**src/rtl/core/tmgd_pkg.sv**
```systemverilog
// Shared types and constants of the tile map gid decoder.
package tmgd_pkg;

  localparam int unsigned GidW     = 31;
  localparam int unsigned ColsW    = 10;
  localparam int unsigned PixW     = 10;
  localparam int unsigned DimW     = 13;
  localparam int unsigned CellColW = 12;
  localparam int unsigned WordW    = 62;
  localparam int unsigned CfgIdxW  = 3;
  localparam int unsigned DivCntW  = $clog2(GidW);

  localparam logic [DimW-1:0] DimMax = 13'd4096;

  // Configuration register indexes.
  localparam logic [CfgIdxW-1:0] REG_LAYER_WIDTH  = 3'd0;
  localparam logic [CfgIdxW-1:0] REG_LAYER_HEIGHT = 3'd1;
  localparam logic [CfgIdxW-1:0] REG_DEST_SIZE    = 3'd2;
  localparam logic [CfgIdxW-1:0] REG_TS_COUNT     = 3'd3;
  localparam logic [CfgIdxW-1:0] REG_TS_WORD0     = 3'd4;

  typedef enum logic [2:0] {
    ST_PLACED    = 3'd0,
    ST_EMPTY     = 3'd1,
    ST_NO_SET    = 3'd2,
    ST_NO_TEX    = 3'd3,
    ST_OOB       = 3'd4,
    ST_ZERO_COLS = 3'd5
  } status_e;

  typedef enum logic [2:0] {
    S_IDLE,
    S_MATCH,
    S_CHECK,
    S_DIV,
    S_MUL,
    S_FIN
  } state_e;

  typedef enum logic [1:0] {
    M_SY,
    M_SX,
    M_DX,
    M_DY
  } mul_sel_e;

  typedef struct packed {
    logic busy;
    logic done;
  } div_stat_t;

endpackage

```
**src/rtl/core/tmgd_if.sv**
```systemverilog
// Valid/ready channel interfaces for tile ids in and placement results out.
interface tmgd_in_if import tmgd_pkg::*; ();
  logic            valid;
  logic            ready;
  logic [GidW-1:0] tile_gid;
  logic            last_of_layer;

  modport source (output valid, tile_gid, last_of_layer, input ready);
  modport sink   (input valid, tile_gid, last_of_layer, output ready);
endinterface

interface tmgd_out_if import tmgd_pkg::*; ();
  logic                valid;
  logic                ready;
  logic [2:0]          status;
  logic [1:0]          set_index;
  logic [CellColW-1:0] cell_col;
  logic [DimW-1:0]     cell_row;
  logic [21:0]         dest_x;
  logic [21:0]         dest_y;
  logic [19:0]         src_x;
  logic [40:0]         src_y;
  logic                is_last;

  modport source (output valid, status, set_index, cell_col, cell_row, dest_x, dest_y,
                  src_x, src_y, is_last, input ready);
  modport sink   (input valid, status, set_index, cell_col, cell_row, dest_x, dest_y,
                  src_x, src_y, is_last, output ready);
endinterface

```
**src/rtl/core/tile_map_gid_decoder.sv**
```systemverilog
// Top level of the tile map gid decoder: counters, tileset match, checks and arithmetic.
// A placed tile goes through match, check, 31 divider steps, a wait for the divider to
// report done, four multiplier steps and the load, which waits for the output register.
// Any other tile skips the divider and multiplier and goes from check straight to the load.
// The next transfer is taken the cycle after a result loads, so one tile is in work at a time.
// Reset is asynchronous and active low; it clears counters and handshake, loads defaults.
module tile_map_gid_decoder import tmgd_pkg::*; #(
  parameter int unsigned MAX_TILESETS = 4
) (
  input  logic                 clk_i,
  input  logic                 rst_ni,
  input  logic                 cfg_we_i,
  input  logic [CfgIdxW-1:0]   cfg_idx_i,
  input  logic [WordW-1:0]     cfg_data_i,
  tmgd_in_if.sink              gid_i,
  tmgd_out_if.source           res_o
);

  localparam int unsigned SetW = (MAX_TILESETS > 1) ? $clog2(MAX_TILESETS) : 1;

  // Configuration registers.
  logic [DimW-1:0]  layer_w_q, layer_h_q;
  logic [19:0]      dest_size_q;
  logic [2:0]       ts_cnt_q;
  logic [WordW-1:0] ts_word_q [MAX_TILESETS];

  // Position counters.
  logic [CellColW-1:0] col_cnt_q;
  logic [DimW-1:0]     row_cnt_q;

  // Sequencer.
  state_e   state_q, state_d;
  mul_sel_e mul_sel_q;
  logic     div_start, load_out;

  // Item under work.
  logic [GidW-1:0]     gid_q;
  logic                last_q;
  logic [CellColW-1:0] col_item_q;
  logic [DimW-1:0]     row_item_q;
  logic                found_q;
  logic [SetW-1:0]     set_q;
  status_e             status_q;
  logic [PixW-1:0]     sw_q, sh_q;
  logic [21:0]         dx_q, dy_q;
  logic [19:0]         sx_q;
  logic [40:0]         sy_q;

  // Output register.
  logic                out_valid_q;
  status_e             out_status_q;
  logic [1:0]          out_set_q;
  logic [CellColW-1:0] out_col_q;
  logic [DimW-1:0]     out_row_q;
  logic [21:0]         out_dx_q, out_dy_q;
  logic [19:0]         out_sx_q;
  logic [40:0]         out_sy_q;
  logic                out_last_q;

  // Effective dimensions and tileset count: large values clamp; a zero dimension counts as one.
  logic [DimW-1:0] w_eff, h_eff;
  logic [2:0]      n_eff;

  assign w_eff = (layer_w_q == '0) ? DimW'(1) : ((layer_w_q > DimMax) ? DimMax : layer_w_q);
  assign h_eff = (layer_h_q == '0) ? DimW'(1) : ((layer_h_q > DimMax) ? DimMax : layer_h_q);
  assign n_eff = (ts_cnt_q > 3'(MAX_TILESETS)) ? 3'(MAX_TILESETS) : ts_cnt_q;

  logic in_xfer;
  assign in_xfer     = gid_i.valid && gid_i.ready;
  assign gid_i.ready = state_q == S_IDLE;

  // Configuration writes. Tileset words beyond the supported count are dropped.
  logic [1:0] ts_k;
  logic       ts_we;
  assign ts_k  = 2'(cfg_idx_i - REG_TS_WORD0);
  assign ts_we = cfg_we_i && (cfg_idx_i >= REG_TS_WORD0);

  always_ff @(posedge clk_i or negedge rst_ni) begin
    if (!rst_ni) begin
      layer_w_q   <= DimW'(1);
      layer_h_q   <= DimW'(1);
      dest_size_q <= 20'd16400;
      ts_cnt_q    <= '0;
      for (int k = 0; k < MAX_TILESETS; k++) begin
        ts_word_q[k] <= '0;
      end
    end else if (cfg_we_i) begin
      unique case (cfg_idx_i)
        REG_LAYER_WIDTH:  layer_w_q   <= cfg_data_i[DimW-1:0];
        REG_LAYER_HEIGHT: layer_h_q   <= cfg_data_i[DimW-1:0];
        REG_DEST_SIZE:    dest_size_q <= cfg_data_i[19:0];
        REG_TS_COUNT:     ts_cnt_q    <= cfg_data_i[2:0];
        default: begin
          for (int k = 0; k < MAX_TILESETS; k++) begin
            if (ts_we && ts_k == 2'(k)) begin
              ts_word_q[k] <= cfg_data_i;
            end
          end
        end
      endcase
    end
  end

  // Row-major position counters advance on each input transfer. The row
  // saturates at the effective height so an overlong stream stays out of bounds.
  logic [DimW-1:0] col_inc;
  assign col_inc = {1'b0, col_cnt_q} + DimW'(1);

  always_ff @(posedge clk_i or negedge rst_ni) begin
    if (!rst_ni) begin
      col_cnt_q <= '0;
      row_cnt_q <= '0;
    end else if (in_xfer) begin
      if (gid_i.last_of_layer) begin
        col_cnt_q <= '0;
        row_cnt_q <= '0;
      end else if (col_inc >= w_eff) begin
        col_cnt_q <= '0;
        row_cnt_q <= (row_cnt_q < h_eff) ? row_cnt_q + DimW'(1) : h_eff;
      end else begin
        col_cnt_q <= col_inc[CellColW-1:0];
      end
    end
  end

  // Tileset match: tileset j hits when the gid is at or above its first id and
  // either j is the last one in use or the gid is below the next first id.
  // The lowest hit wins, even if first ids overlap.
  logic [MAX_TILESETS-1:0] hit;

  for (genvar j = 0; j < MAX_TILESETS; j++) begin : g_match
    logic below_next;
    if (j < MAX_TILESETS - 1) begin : g_nxt
      assign below_next = gid_q < ts_word_q[j+1][GidW-1:0];
    end else begin : g_lst
      assign below_next = 1'b0;
    end
    assign hit[j] = (3'(j) < n_eff) && (gid_q >= ts_word_q[j][GidW-1:0]) &&
                    ((3'(j + 1) == n_eff) || below_next);
  end

  logic [SetW-1:0] hit_sel;
  always_comb begin
    hit_sel = '0;
    for (int j = MAX_TILESETS - 1; j >= 0; j--) begin
      if (hit[j]) begin
        hit_sel = SetW'(j);
      end
    end
  end

  // Checks on the matched tileset, in their order of precedence.
  logic [WordW-1:0] chk_word;
  logic [ColsW-1:0] chk_cols;
  logic [GidW-1:0]  chk_local;
  status_e          chk_status;

  assign chk_word  = ts_word_q[set_q];
  assign chk_cols  = chk_word[40:31];
  assign chk_local = gid_q - chk_word[GidW-1:0];

  always_comb begin
    priority if (gid_q == '0) begin
      chk_status = ST_EMPTY;
    end else if (!found_q) begin
      chk_status = ST_NO_SET;
    end else if (!chk_word[61]) begin
      chk_status = ST_NO_TEX;
    end else if (({1'b0, col_item_q} >= w_eff) || (row_item_q >= h_eff)) begin
      chk_status = ST_OOB;
    end else if (chk_cols == '0) begin
      chk_status = ST_ZERO_COLS;
    end else begin
      chk_status = ST_PLACED;
    end
  end

  // Shared divider for the source tile coordinates.
  div_stat_t        div_stat;
  logic [GidW-1:0]  div_quot;
  logic [ColsW-1:0] div_rem;

  tmgd_div u_div (
    .clk_i      (clk_i),
    .rst_ni     (rst_ni),
    .start_i    (div_start),
    .dividend_i (chk_local),
    .divisor_i  (chk_cols),
    .stat_o     (div_stat),
    .quot_o     (div_quot),
    .rem_o      (div_rem)
  );

  // One multiplier, used in four steps: source y, source x, destination x and y.
  logic [GidW-1:0] mul_a;
  logic [PixW-1:0] mul_b;
  logic [40:0]     mul_p;

  always_comb begin
    unique case (mul_sel_q)
      M_SY: begin
        mul_a = div_quot;
        mul_b = sh_q;
      end
      M_SX: begin
        mul_a = GidW'(div_rem);
        mul_b = sw_q;
      end
      M_DX: begin
        mul_a = GidW'(col_item_q);
        mul_b = dest_size_q[PixW-1:0];
      end
      M_DY: begin
        mul_a = GidW'(row_item_q);
        mul_b = dest_size_q[2*PixW-1:PixW];
      end
      default: begin
        mul_a = '0;
        mul_b = '0;
      end
    endcase
  end

  assign mul_p = mul_a * mul_b;

  // Sequencer: next state and control strobes.
  always_comb begin
    state_d   = state_q;
    div_start = 1'b0;
    load_out  = 1'b0;
    unique case (state_q)
      S_IDLE: begin
        if (gid_i.valid) begin
          state_d = S_MATCH;
        end
      end
      S_MATCH: begin
        state_d = S_CHECK;
      end
      S_CHECK: begin
        if (chk_status == ST_PLACED) begin
          div_start = 1'b1;
          state_d   = S_DIV;
        end else begin
          state_d = S_FIN;
        end
      end
      S_DIV: begin
        if (div_stat.done) begin
          state_d = S_MUL;
        end
      end
      S_MUL: begin
        if (mul_sel_q == M_DY) begin
          state_d = S_FIN;
        end
      end
      S_FIN: begin
        // The result moves into the output register once it is free.
        if (!out_valid_q || res_o.ready) begin
          load_out = 1'b1;
          state_d  = S_IDLE;
        end
      end
      default: begin
        state_d = S_IDLE;
      end
    endcase
  end

  always_ff @(posedge clk_i or negedge rst_ni) begin
    if (!rst_ni) begin
      state_q   <= S_IDLE;
      mul_sel_q <= M_SY;
    end else begin
      state_q <= state_d;
      if (state_q == S_DIV) begin
        mul_sel_q <= M_SY;
      end else if (state_q == S_MUL) begin
        unique case (mul_sel_q)
          M_SY:    mul_sel_q <= M_SX;
          M_SX:    mul_sel_q <= M_DX;
          M_DX:    mul_sel_q <= M_DY;
          default: mul_sel_q <= M_SY;
        endcase
      end
    end
  end

  // Item datapath.
  always_ff @(posedge clk_i) begin
    if (in_xfer) begin
      gid_q      <= gid_i.tile_gid;
      last_q     <= gid_i.last_of_layer;
      col_item_q <= col_cnt_q;
      row_item_q <= row_cnt_q;
    end
    if (state_q == S_MATCH) begin
      found_q <= |hit;
      set_q   <= hit_sel;
    end
    if (state_q == S_CHECK) begin
      status_q <= chk_status;
      sw_q     <= chk_word[50:41];
      sh_q     <= chk_word[60:51];
      dx_q     <= '0;
      dy_q     <= '0;
      sx_q     <= '0;
      sy_q     <= '0;
    end
    if (state_q == S_MUL) begin
      unique case (mul_sel_q)
        M_SY:    sy_q <= mul_p;
        M_SX:    sx_q <= mul_p[19:0];
        M_DX:    dx_q <= mul_p[21:0];
        default: dy_q <= mul_p[21:0];
      endcase
    end
  end

  // Output register; the set index reads zero when no tileset applies.
  always_ff @(posedge clk_i or negedge rst_ni) begin
    if (!rst_ni) begin
      out_valid_q <= 1'b0;
    end else if (load_out) begin
      out_valid_q <= 1'b1;
    end else if (res_o.ready) begin
      out_valid_q <= 1'b0;
    end
  end

  always_ff @(posedge clk_i) begin
    if (load_out) begin
      out_status_q <= status_q;
      out_set_q    <= (status_q == ST_EMPTY || status_q == ST_NO_SET) ? 2'd0 : 2'(set_q);
      out_col_q    <= col_item_q;
      out_row_q    <= row_item_q;
      out_dx_q     <= dx_q;
      out_dy_q     <= dy_q;
      out_sx_q     <= sx_q;
      out_sy_q     <= sy_q;
      out_last_q   <= last_q;
    end
  end

  assign res_o.valid     = out_valid_q;
  assign res_o.status    = out_status_q;
  assign res_o.set_index = out_set_q;
  assign res_o.cell_col  = out_col_q;
  assign res_o.cell_row  = out_row_q;
  assign res_o.dest_x    = out_dx_q;
  assign res_o.dest_y    = out_dy_q;
  assign res_o.src_x     = out_sx_q;
  assign res_o.src_y     = out_sy_q;
  assign res_o.is_last   = out_last_q;

`ifndef SYNTHESIS
  a_zero_unless_placed: assert property (@(posedge clk_i) disable iff (!rst_ni)
    res_o.valid && res_o.status != ST_PLACED |->
      res_o.dest_x == '0 && res_o.dest_y == '0 && res_o.src_x == '0 && res_o.src_y == '0)
    else $error("coordinates nonzero on a result that is not placed");

  a_set_zero_no_match: assert property (@(posedge clk_i) disable iff (!rst_ni)
    res_o.valid && (res_o.status == ST_EMPTY || res_o.status == ST_NO_SET) |->
      res_o.set_index == 2'd0)
    else $error("set index nonzero without a matched tileset");

  a_row_saturates: assert property (@(posedge clk_i) disable iff (!rst_ni)
    in_xfer |=> row_cnt_q <= DimMax)
    else $error("row counter past the largest layer height");

  a_div_done_in_div: assert property (@(posedge clk_i) disable iff (!rst_ni)
    div_stat.done |-> state_q == S_DIV)
    else $error("divider finished outside the divide step");

  a_xfer_starts_match: assert property (@(posedge clk_i) disable iff (!rst_ni)
    in_xfer |=> state_q == S_MATCH && !div_stat.busy)
    else $error("input transfer did not start a new match");
`endif

endmodule

```
**src/rtl/core/tmgd_div.sv**
```systemverilog
// Restoring divider, one quotient bit per cycle, for the local id by the column count.
module tmgd_div import tmgd_pkg::*; (
  input  logic             clk_i,
  input  logic             rst_ni,
  input  logic             start_i,
  input  logic [GidW-1:0]  dividend_i,
  input  logic [ColsW-1:0] divisor_i,
  output div_stat_t        stat_o,
  output logic [GidW-1:0]  quot_o,
  output logic [ColsW-1:0] rem_o
);

  logic               busy_q, done_q;
  logic [DivCntW-1:0] cnt_q;
  logic [GidW-1:0]    acc_q;
  logic [ColsW-1:0]   rem_q, dvs_q;

  logic [ColsW:0] trial, diff;
  logic           ge;
  logic           last_step;

  assign trial     = {rem_q, acc_q[GidW-1]};
  assign ge        = trial >= {1'b0, dvs_q};
  assign diff      = trial - {1'b0, dvs_q};
  assign last_step = cnt_q == DivCntW'(GidW - 1);

  always_ff @(posedge clk_i or negedge rst_ni) begin
    if (!rst_ni) begin
      busy_q <= 1'b0;
      done_q <= 1'b0;
      cnt_q  <= '0;
    end else begin
      done_q <= busy_q && last_step;
      if (start_i) begin
        busy_q <= 1'b1;
        cnt_q  <= '0;
      end else if (busy_q) begin
        cnt_q <= cnt_q + DivCntW'(1);
        if (last_step) begin
          busy_q <= 1'b0;
        end
      end
    end
  end

  always_ff @(posedge clk_i) begin
    if (start_i) begin
      acc_q <= dividend_i;
      rem_q <= '0;
      dvs_q <= divisor_i;
    end else if (busy_q) begin
      acc_q <= {acc_q[GidW-2:0], ge};
      rem_q <= ge ? diff[ColsW-1:0] : trial[ColsW-1:0];
    end
  end

  assign stat_o.busy = busy_q;
  assign stat_o.done = done_q;
  assign quot_o      = acc_q;
  assign rem_o       = rem_q;

endmodule

```
**src/flat_wrapper.sv**
```systemverilog
// flat-port wrapper written by rule: the top's interface ports become plain ports
module tile_map_gid_decoder_flat import tmgd_pkg::*;
#(
  parameter int unsigned MAX_TILESETS = 4
)
  (clk_i, rst_ni, cfg_we_i, cfg_idx_i, cfg_data_i, gid_i_valid, gid_i_tile_gid, gid_i_last_of_layer, gid_i_ready, res_o_valid, res_o_status, res_o_set_index, res_o_cell_col, res_o_cell_row, res_o_dest_x, res_o_dest_y, res_o_src_x, res_o_src_y, res_o_is_last, res_o_ready);
  tmgd_in_if gid_i_i ();
  tmgd_out_if res_o_i ();
  input  logic clk_i;
  input  logic rst_ni;
  input  logic cfg_we_i;
  input  logic [CfgIdxW-1:0] cfg_idx_i;
  input  logic [WordW-1:0] cfg_data_i;
  input wire logic [$bits(gid_i_i.valid)-1:0] gid_i_valid;
  input wire logic [$bits(gid_i_i.tile_gid)-1:0] gid_i_tile_gid;
  input wire logic [$bits(gid_i_i.last_of_layer)-1:0] gid_i_last_of_layer;
  output wire logic [$bits(gid_i_i.ready)-1:0] gid_i_ready;
  output wire logic [$bits(res_o_i.valid)-1:0] res_o_valid;
  output wire logic [$bits(res_o_i.status)-1:0] res_o_status;
  output wire logic [$bits(res_o_i.set_index)-1:0] res_o_set_index;
  output wire logic [$bits(res_o_i.cell_col)-1:0] res_o_cell_col;
  output wire logic [$bits(res_o_i.cell_row)-1:0] res_o_cell_row;
  output wire logic [$bits(res_o_i.dest_x)-1:0] res_o_dest_x;
  output wire logic [$bits(res_o_i.dest_y)-1:0] res_o_dest_y;
  output wire logic [$bits(res_o_i.src_x)-1:0] res_o_src_x;
  output wire logic [$bits(res_o_i.src_y)-1:0] res_o_src_y;
  output wire logic [$bits(res_o_i.is_last)-1:0] res_o_is_last;
  input wire logic [$bits(res_o_i.ready)-1:0] res_o_ready;
  assign gid_i_i.valid = gid_i_valid;
  assign gid_i_i.tile_gid = gid_i_tile_gid;
  assign gid_i_i.last_of_layer = gid_i_last_of_layer;
  assign gid_i_ready = gid_i_i.ready;
  assign res_o_valid = res_o_i.valid;
  assign res_o_status = res_o_i.status;
  assign res_o_set_index = res_o_i.set_index;
  assign res_o_cell_col = res_o_i.cell_col;
  assign res_o_cell_row = res_o_i.cell_row;
  assign res_o_dest_x = res_o_i.dest_x;
  assign res_o_dest_y = res_o_i.dest_y;
  assign res_o_src_x = res_o_i.src_x;
  assign res_o_src_y = res_o_i.src_y;
  assign res_o_is_last = res_o_i.is_last;
  assign res_o_i.ready = res_o_ready;
  tile_map_gid_decoder #(.MAX_TILESETS(MAX_TILESETS)) u_core (.clk_i(clk_i), .rst_ni(rst_ni), .cfg_we_i(cfg_we_i), .cfg_idx_i(cfg_idx_i), .cfg_data_i(cfg_data_i), .gid_i(gid_i_i), .res_o(res_o_i));
endmodule
```
**config.mk**
```make
export PLATFORM = sky130hd
export DESIGN_NAME = tile_map_gid_decoder_flat
export DESIGN_NICKNAME = d
export VERILOG_FILES = /design/src/rtl/core/tmgd_pkg.sv /design/src/rtl/core/tmgd_if.sv /design/src/rtl/core/tile_map_gid_decoder.sv /design/src/rtl/core/tmgd_div.sv /design/src/flat_wrapper.sv
export SDC_FILE = /design/constraint.sdc
export NUM_CORES = 2
export LEC_CHECK = 0
export ABC_AREA = 1
export BUFFER_PORTS_ARGS = -buffer_cell sky130_fd_sc_hd__buf_2
export CAP_MARGIN = 10
export CORE_MARGIN = 2
export CORE_UTILIZATION = 50
export DETAILED_ROUTE_END_ITERATION = 6
export PLACE_DENSITY = 0.64
export SLEW_MARGIN = 20
export SYNTH_ARGS = -nofsm -noshare
export SYNTH_HDL_FRONTEND = slang
export SYNTH_SLANG_ARGS = --single-unit
```
**constraint.sdc**
```tcl
create_clock -name clk_i -period 18.4 [get_ports clk_i]
set_input_delay 1.84 -clock clk_i [delete_from_list [all_inputs] [get_ports clk_i]]
set_output_delay 1.84 -clock clk_i [all_outputs]
set_load 0.1 [all_outputs]
```
After elaboration in Yosys (flattened, before gate mapping)
Cells that the tools add are included.
{ "totals": {"regBits": 710, "inputBits": 102, "elab_cells": 204} }
{ "classes": {"addsub": 6, "multipliers": 1, "magnitude_cmp": 21, "eq_ne": 25, "mux": 58, "bitwise_logic": 2, "reduce_logical": 49} }
{ "ops": {"columns": ["op", "count"], "rows": [
  ["22-bit 2-to-1 mux", 6],
  ["62-bit binary-select mux with 2-bit select", 1],
  ["31-bit >= comparator", 4],
  ["62-bit 2-to-1 mux", 2],
  ["31-bit one-hot mux with 4 select lines", 1],
  ["41-bit 2-to-1 mux", 3],
  ["31-bit less-than comparator", 3],
  ["13-bit 2-to-1 mux", 7],
  ["31-bit 2-to-1 mux", 2],
  ["20-bit 2-to-1 mux", 3],
  ["31-bit by 10-bit multiplier with 41-bit output", 1],
  ["10-bit one-hot mux with 4 select lines", 1],
  ["3-bit 2-to-1 mux", 11],
  ["31-bit zero test", 1],
  ["31-bit subtractor", 1],
  ["13-bit >= comparator", 2],
  ["13-bit > comparator, second input constant", 2],
  ["13-bit zero test", 2],
  ["12-bit 2-to-1 mux", 2],
  ["3-bit one-hot mux with 6 select lines", 1],
  ["3-bit by 2-bit equality test with 1-bit output, second input constant", 5],
  ["1-bit logical AND", 15],
  ["12-bit by 1-bit adder with 13-bit output, second input constant", 1],
  ["13-bit by 1-bit adder with 13-bit output, second input constant", 1],
  ["39 further kinds", 84]
]} }

Logic depth before layout (Yosys ltp)
{ "depth": {"word_depth": 14, "ltp_mapped": 33, "depth_no_buf": 31} }

Hierarchy
Synthesis repeated with hierarchy kept, for this count alone.
{ "hier_totals": {"cells_unflattened": 5349, "hier_area_um2": 44985.6} }
{ "modules_own_cells": {"columns": ["module", "instances", "cells_per_inst", "area_per_inst_um2", "seq_area_each_um2"], "rows": [
  ["tile_map_gid_decoder", 1, 4993, 41956.5, 16891.2],
  ["tmgd_div", 1, 356, 3029.2, 1606.5]
]} }

Least setup slack after synthesis
OpenSTA, ideal clock, no wires.
{ "synth_timing": {"path_type": "input -> register", "start": "in res_o_ready", "end": "reg u_core.out_col_q[0] (netlist: u_core.res_o.cell_col[0]) (enable)", "setup_time_ns": 0.632, "arrival_time_ns": 7.529, "required_time_ns": 17.768, "setup_slack_ns": 10.239, "cell_stages": 2, "path_buffers": 0, "cell_sequence": "nor2_1 nor2_1"} }
{ "synth_between": {"elab_chain_cells": 3} }
{ "synth_lines": {"columns": ["element", "line_no", "text"], "rows": [
  ["start, declared", "flat_wrapper.sv:28", "input wire logic [$bits(res_o_i.ready)-1:0] res_o_ready;"],
  ["1-bit logical OR", "tile_map_gid_decoder.sv:260", "if (!out_valid_q || res_o.ready) begin"],
  ["1-bit 2-to-1 mux", "tile_map_gid_decoder.sv:260", null],
  ["1-bit 2-to-1 mux", "tile_map_gid_decoder.sv:231", "unique case (state_q)"],
  ["via u_core.load_out", "tile_map_gid_decoder.sv:34", "logic div_start, load_out;"],
  ["end signal, assigned", "tile_map_gid_decoder.sv:336", "out_col_q <= col_item_q;"],
  ["end, declared", "tile_map_gid_decoder.sv:53", "logic [CellColW-1:0] out_col_q;"]
]} }
The timed path passes the listed nets, and every way through them passes these cells.
A chain may end at the register's enable or synchronous reset.

Worst setup path after layout
{ "layout_timing": {"start": "reg u_core.mul_sel_q[0]", "end": "reg u_core.dy_q[19]"} }
{ "layout_between": {"elab_chain_cells": 5} }
{ "layout_lines": {"columns": ["element", "line_no", "text"], "rows": [
  ["start, declared", "tile_map_gid_decoder.sv:33", "mul_sel_e mul_sel_q;"],
  ["start signal, assigned", "tile_map_gid_decoder.sv:274", "mul_sel_q <= M_SY;"],
  ["start signal, assigned", "tile_map_gid_decoder.sv:278", "mul_sel_q <= M_SY;"],
  ["start signal, assigned", "tile_map_gid_decoder.sv:281", "M_SY: mul_sel_q <= M_SX;"],
  ["2-bit equality test, or another cell as far along", "tile_map_gid_decoder.sv:200", "unique case (mul_sel_q)"],
  ["31-bit one-hot mux with 4 select lines / 10-bit one-hot mux with 4 select lines (equally long branches)", "tile_map_gid_decoder.sv:200", null],
  ["31-bit by 10-bit multiplier with 41-bit output", "tile_map_gid_decoder.sv:224", "assign mul_p = mul_a * mul_b;"],
  ["22-bit 2-to-1 mux (*)", "tile_map_gid_decoder.sv:312", "unique case (mul_sel_q)"],
  ["22-bit 2-to-1 mux (*)", "tile_map_gid_decoder.sv:311", "if (state_q == S_MUL) begin"],
  ["end signal, assigned", "tile_map_gid_decoder.sv:316", "default: dy_q <= mul_p[21:0];"],
  ["end, declared", "tile_map_gid_decoder.sv:45", "logic [21:0] dx_q, dy_q;"]
]} }
Every way passes the cells marked *; elsewhere a longest branch is shown, timed or not.

==> impl_metrics.json <==
{
  "status": "finished clean",
  "grt_use_met2_pct": 46.8,
  "seq_area_mm2": 0.0185,
  "syn2layout_area_growth_pct": 10.8,
  "crit_path_max_incr_delay_ps": 1150,
  "num_vias": 36212,
  "grt_use_total_pct": 27.9,
  "cts_setup_buffers": 0,
  "worst_path_most_repeated_cell": "fa_1",
  "gr-max-usage-layer": "met2",
  "skew_ps": 29.2,
  "r2r_start": "u_core.mul_sel_q[0]",
  "cp_max_fo": 35,
  "ys_top_cells_by_count": "1,311 x nand2_1, 719 x inv_1, 523 x o21ai_0, 474 x nor2_1, 331 x dfrtp_1",
  "synth_area_leaders": "dfrtp_1 18%, edfxtp_1 17%, nand2_1 11%, fa_1 10%, ha_1 8.4%",
  "place_area_mm2": 0.0470,
  "max_slew_margin_pct": 24.8,
  "path_class": "reg -> reg",
  "ys_ff_latch": 710,
  "initial_core_util_pct": 50.5,
  "worstPathRequired_ps": 18930,
  "fmax_ghz": 0.124,
  "fp.coreArea_mm2": 0.0886,
  "multi_input_area_mm2": 0.0228,
  "syn_nets": 5978,
  "hold_end": "u_core.res_o.dest_y[4]",
  "grt_util_met3_pct": 3.58,
  "fin_crit_sh_pct": 44.0,
  "cts_buffer_depth": 3,
  "rows": 109,
  "cts_hold_buf": 0,
  "io_pins": 240,
  "ys_types": 52,
  "hp-class": "reg -> reg",
  "nets": 6142,
  "dr.first_iter.drc_count": 2617,
  "slowest_stage": "a21oi_1",
  "whs_path_depth": 0,
  "finalHoldViolCount": 0,
  "yosysSeqAreaShare_pct": 41.3,
  "post_cts_resized": 0,
  "dp_cells": 6594,
  "antenna_cells": 0,
  "synth_most_common_cell": "nand2_1",
  "synth.cell_area_mm2": 0.0448,
  "tns_ps": 0,
  "wl_per_cell_um": 18.7,
  "min_from": "u_core.dy_q[4]",
  "clk_pin_slew_ps": 60,
  "wl_mm": 126,
  "crit_chain": "inv_1 > ha_1 > clkinv_1 > a21oi_1 > nor2_1 > fa_1 > fa_1 > fa_1 > fa_1 > inv_1 > fa_1 > inv_1 > ha_1 > a21oi_1 > o21ai_0 > a21oi_1 > nand3_1 > or2_2 > nand3_1 > nand2_1",
  "grt_max_degree": 158,
  "reg2reg_setup_slack_ps": 10310,
  "endpoint_kind": "register",
  "final_max_slew_viol_count": 0,
  "clockRootBuffer": "clkbuf_16",
  "yosys_warnings": 0,
  "antenna_left": 0,
  "drc": 0,
  "dieArea_mm2": 0.0920,
  "grt_antenna_before_repair": 4,
  "cp-start-kind": "register",
  "period_needed_ps": 8090,
  "synth_edf_count": 260,
  "synth.avg_cell_area_um2": 8.38,
  "tightest_slew_ps": 1130,
  "synthFlopType": "dfrtp_1",
  "fill_cells": 8352,
  "cts.sinks": 710,
  "clkLatencyLatePin_ps": 660,
  "die_y_um": 303,
  "grt_setup_unrepaired": "false",
  "vias_per_cell": 5.37,
  "crit_path_start": "u_core.mul_sel_q[0]",
  "die_w_um": 303,
  "drive_gt1_share_pct": 7.86,
  "cts_buffers": 78,
  "port_buffers": 239,
  "dpl.hpwl_mm": 95.9,
  "r2r_cells": 20,
  "htree_levels": 3,
  "grt_pass1_wl_mm": 199,
  "r2r-end": "u_core.dy_q[19]",
  "gr-total-overflow": 0,
  "stdcell_count": 6740,
  "synthCells": 5345,
  "met1_usage_pct": 38.1,
  "grt_pass1_vias": 35067,
  "design_area_mm2": 0.0496,
  "maxCapViolCount": 0,
  "routabilityCongestion": 0.955,
  "async_reset_ff_share_pct": 47.2,
  "setup_violations": 0,
  "dr.pass1.iters": 6,
  "crit_arrival_ps": 8630,
  "synth_top_area_cell": "dfrtp_1",
  "synth_top_area_share_pct": 18.5,
  "cts_tree": "yes"
}
## layer usage
metal / wire (um) / up-vias
met5: 34 / -
met4: 3220 / 4
li1: - / 17632
met2: 60400 / 1046
met3: 6920 / 166
met1: 55700 / 17364
## critical path, delay by kind of cell, from the launching register on
family,cells,cell delay [ps]
compound gates,4,1930
fa+ha+maj,7,3620
buf+inv,4,1110
flops,1,420
simple gates,5,880
## state kept, by name (all words and copies together), names as in the netlist, 12 cells and up
register,flops
u_core.ts_word_q,248
u_core.res_o.src_y,41
u_core.sy_q,41
u_core.gid_q,31
u_core.u_div.quot_o,31
u_core.dx_q,22
u_core.dy_q,22
u_core.res_o.dest_x,22
u_core.res_o.dest_y,22
u_core.dest_size_q,20
u_core.res_o.src_x,20
u_core.sx_q,20
u_core.layer_h_q,13
u_core.layer_w_q,13
u_core.res_o.cell_row,13
u_core.row_cnt_q,13
u_core.row_item_q,13
u_core.col_cnt_q,12
u_core.col_item_q,12
u_core.res_o.cell_col,12
## cell families (layout without fill, tap and decap cells)
logic type	Yosys count	after routing	share of synthesized area (%)
flops	710	710	41.3
buf+inv	915	1145	7.86
xor+xnor	62	62	1.21
fa+ha+maj	531	531	18.7
compound gates	876	876	10.3
simple gates	2251	2251	20.7
## cells in the final DEF, fill, tap and decap left out, types with 4 or more instances in the layout
| cell type | count |
|---|---|
| nand2_1 | 1307 |
| inv_1 | 719 |
| o21ai_0 | 522 |
| nor2_1 | 472 |
| dfrtp_1 | 331 |
| nand3_1 | 317 |
| ha_1 | 299 |
| edfxtp_1 | 260 |
| a21oi_1 | 252 |
| buf_2 | 238 |
| fa_1 | 232 |
| dfxtp_1 | 115 |
| clkbuf_16 | 81 |
| nand4_1 | 51 |
| nor3_1 | 39 |
| xor2_1 | 39 |
| o22ai_1 | 33 |
| buf_4 | 25 |
| xnor2_1 | 23 |
| clkbuf_1 | 18 |
| nand3b_1 | 17 |
| clkinv_2 | 16 |
| o21bai_1 | 16 |
| or2_2 | 15 |
| clkinv_1 | 12 |
| a22o_1 | 11 |
| a21o_1 | 10 |
| clkbuf_8 | 9 |
| o21ai_1 | 7 |
| nor4_1 | 7 |
| bufinv_16 | 7 |
| o21a_1 | 6 |
| clkinvlp_4 | 6 |
| a21boi_0 | 5 |
| a31oi_1 | 4 |
| dfstp_2 | 4 |
## final cells by class
type	count	area share (%)
clock buffers	108	4.47
clock inverters	38	0.905
inverters	733	5.54
multi-input cells	3720	46.0
flip-flops and latches	710	37.3
well taps	1165	2.94
repair buffers	266	2.87
## worst max path at each step
stage	depth (start not counted)	slack, ps	endpoint
global placement	20	10510	u_core.dx_q[19]
detailed placement	20	10450	u_core.dx_q[19]
global route	20	9880	u_core.dx_q[19]
floorplan	2	10240	u_core.res_o.cell_col[0]
CTS	20	10410	u_core.sx_q[19]
finish	20	10310	u_core.dy_q[19]
## per-stage QoR
stage / util (%) / setup slack (ps) / hold WS, ps
final: 56.0 / 10310 / 422
after floorplan: - / 10240 / 400
after detailed placement: 53.0 / 10450 / 415
after global placement: 53.0 / 10510 / 402
after CTS: 56.0 / 10410 / 415
after global routing: 56.0 / 9880 / 436
Power is not shown: default switching activity piles up to over one toggle a cycle in this logic, so the estimate is an artifact.
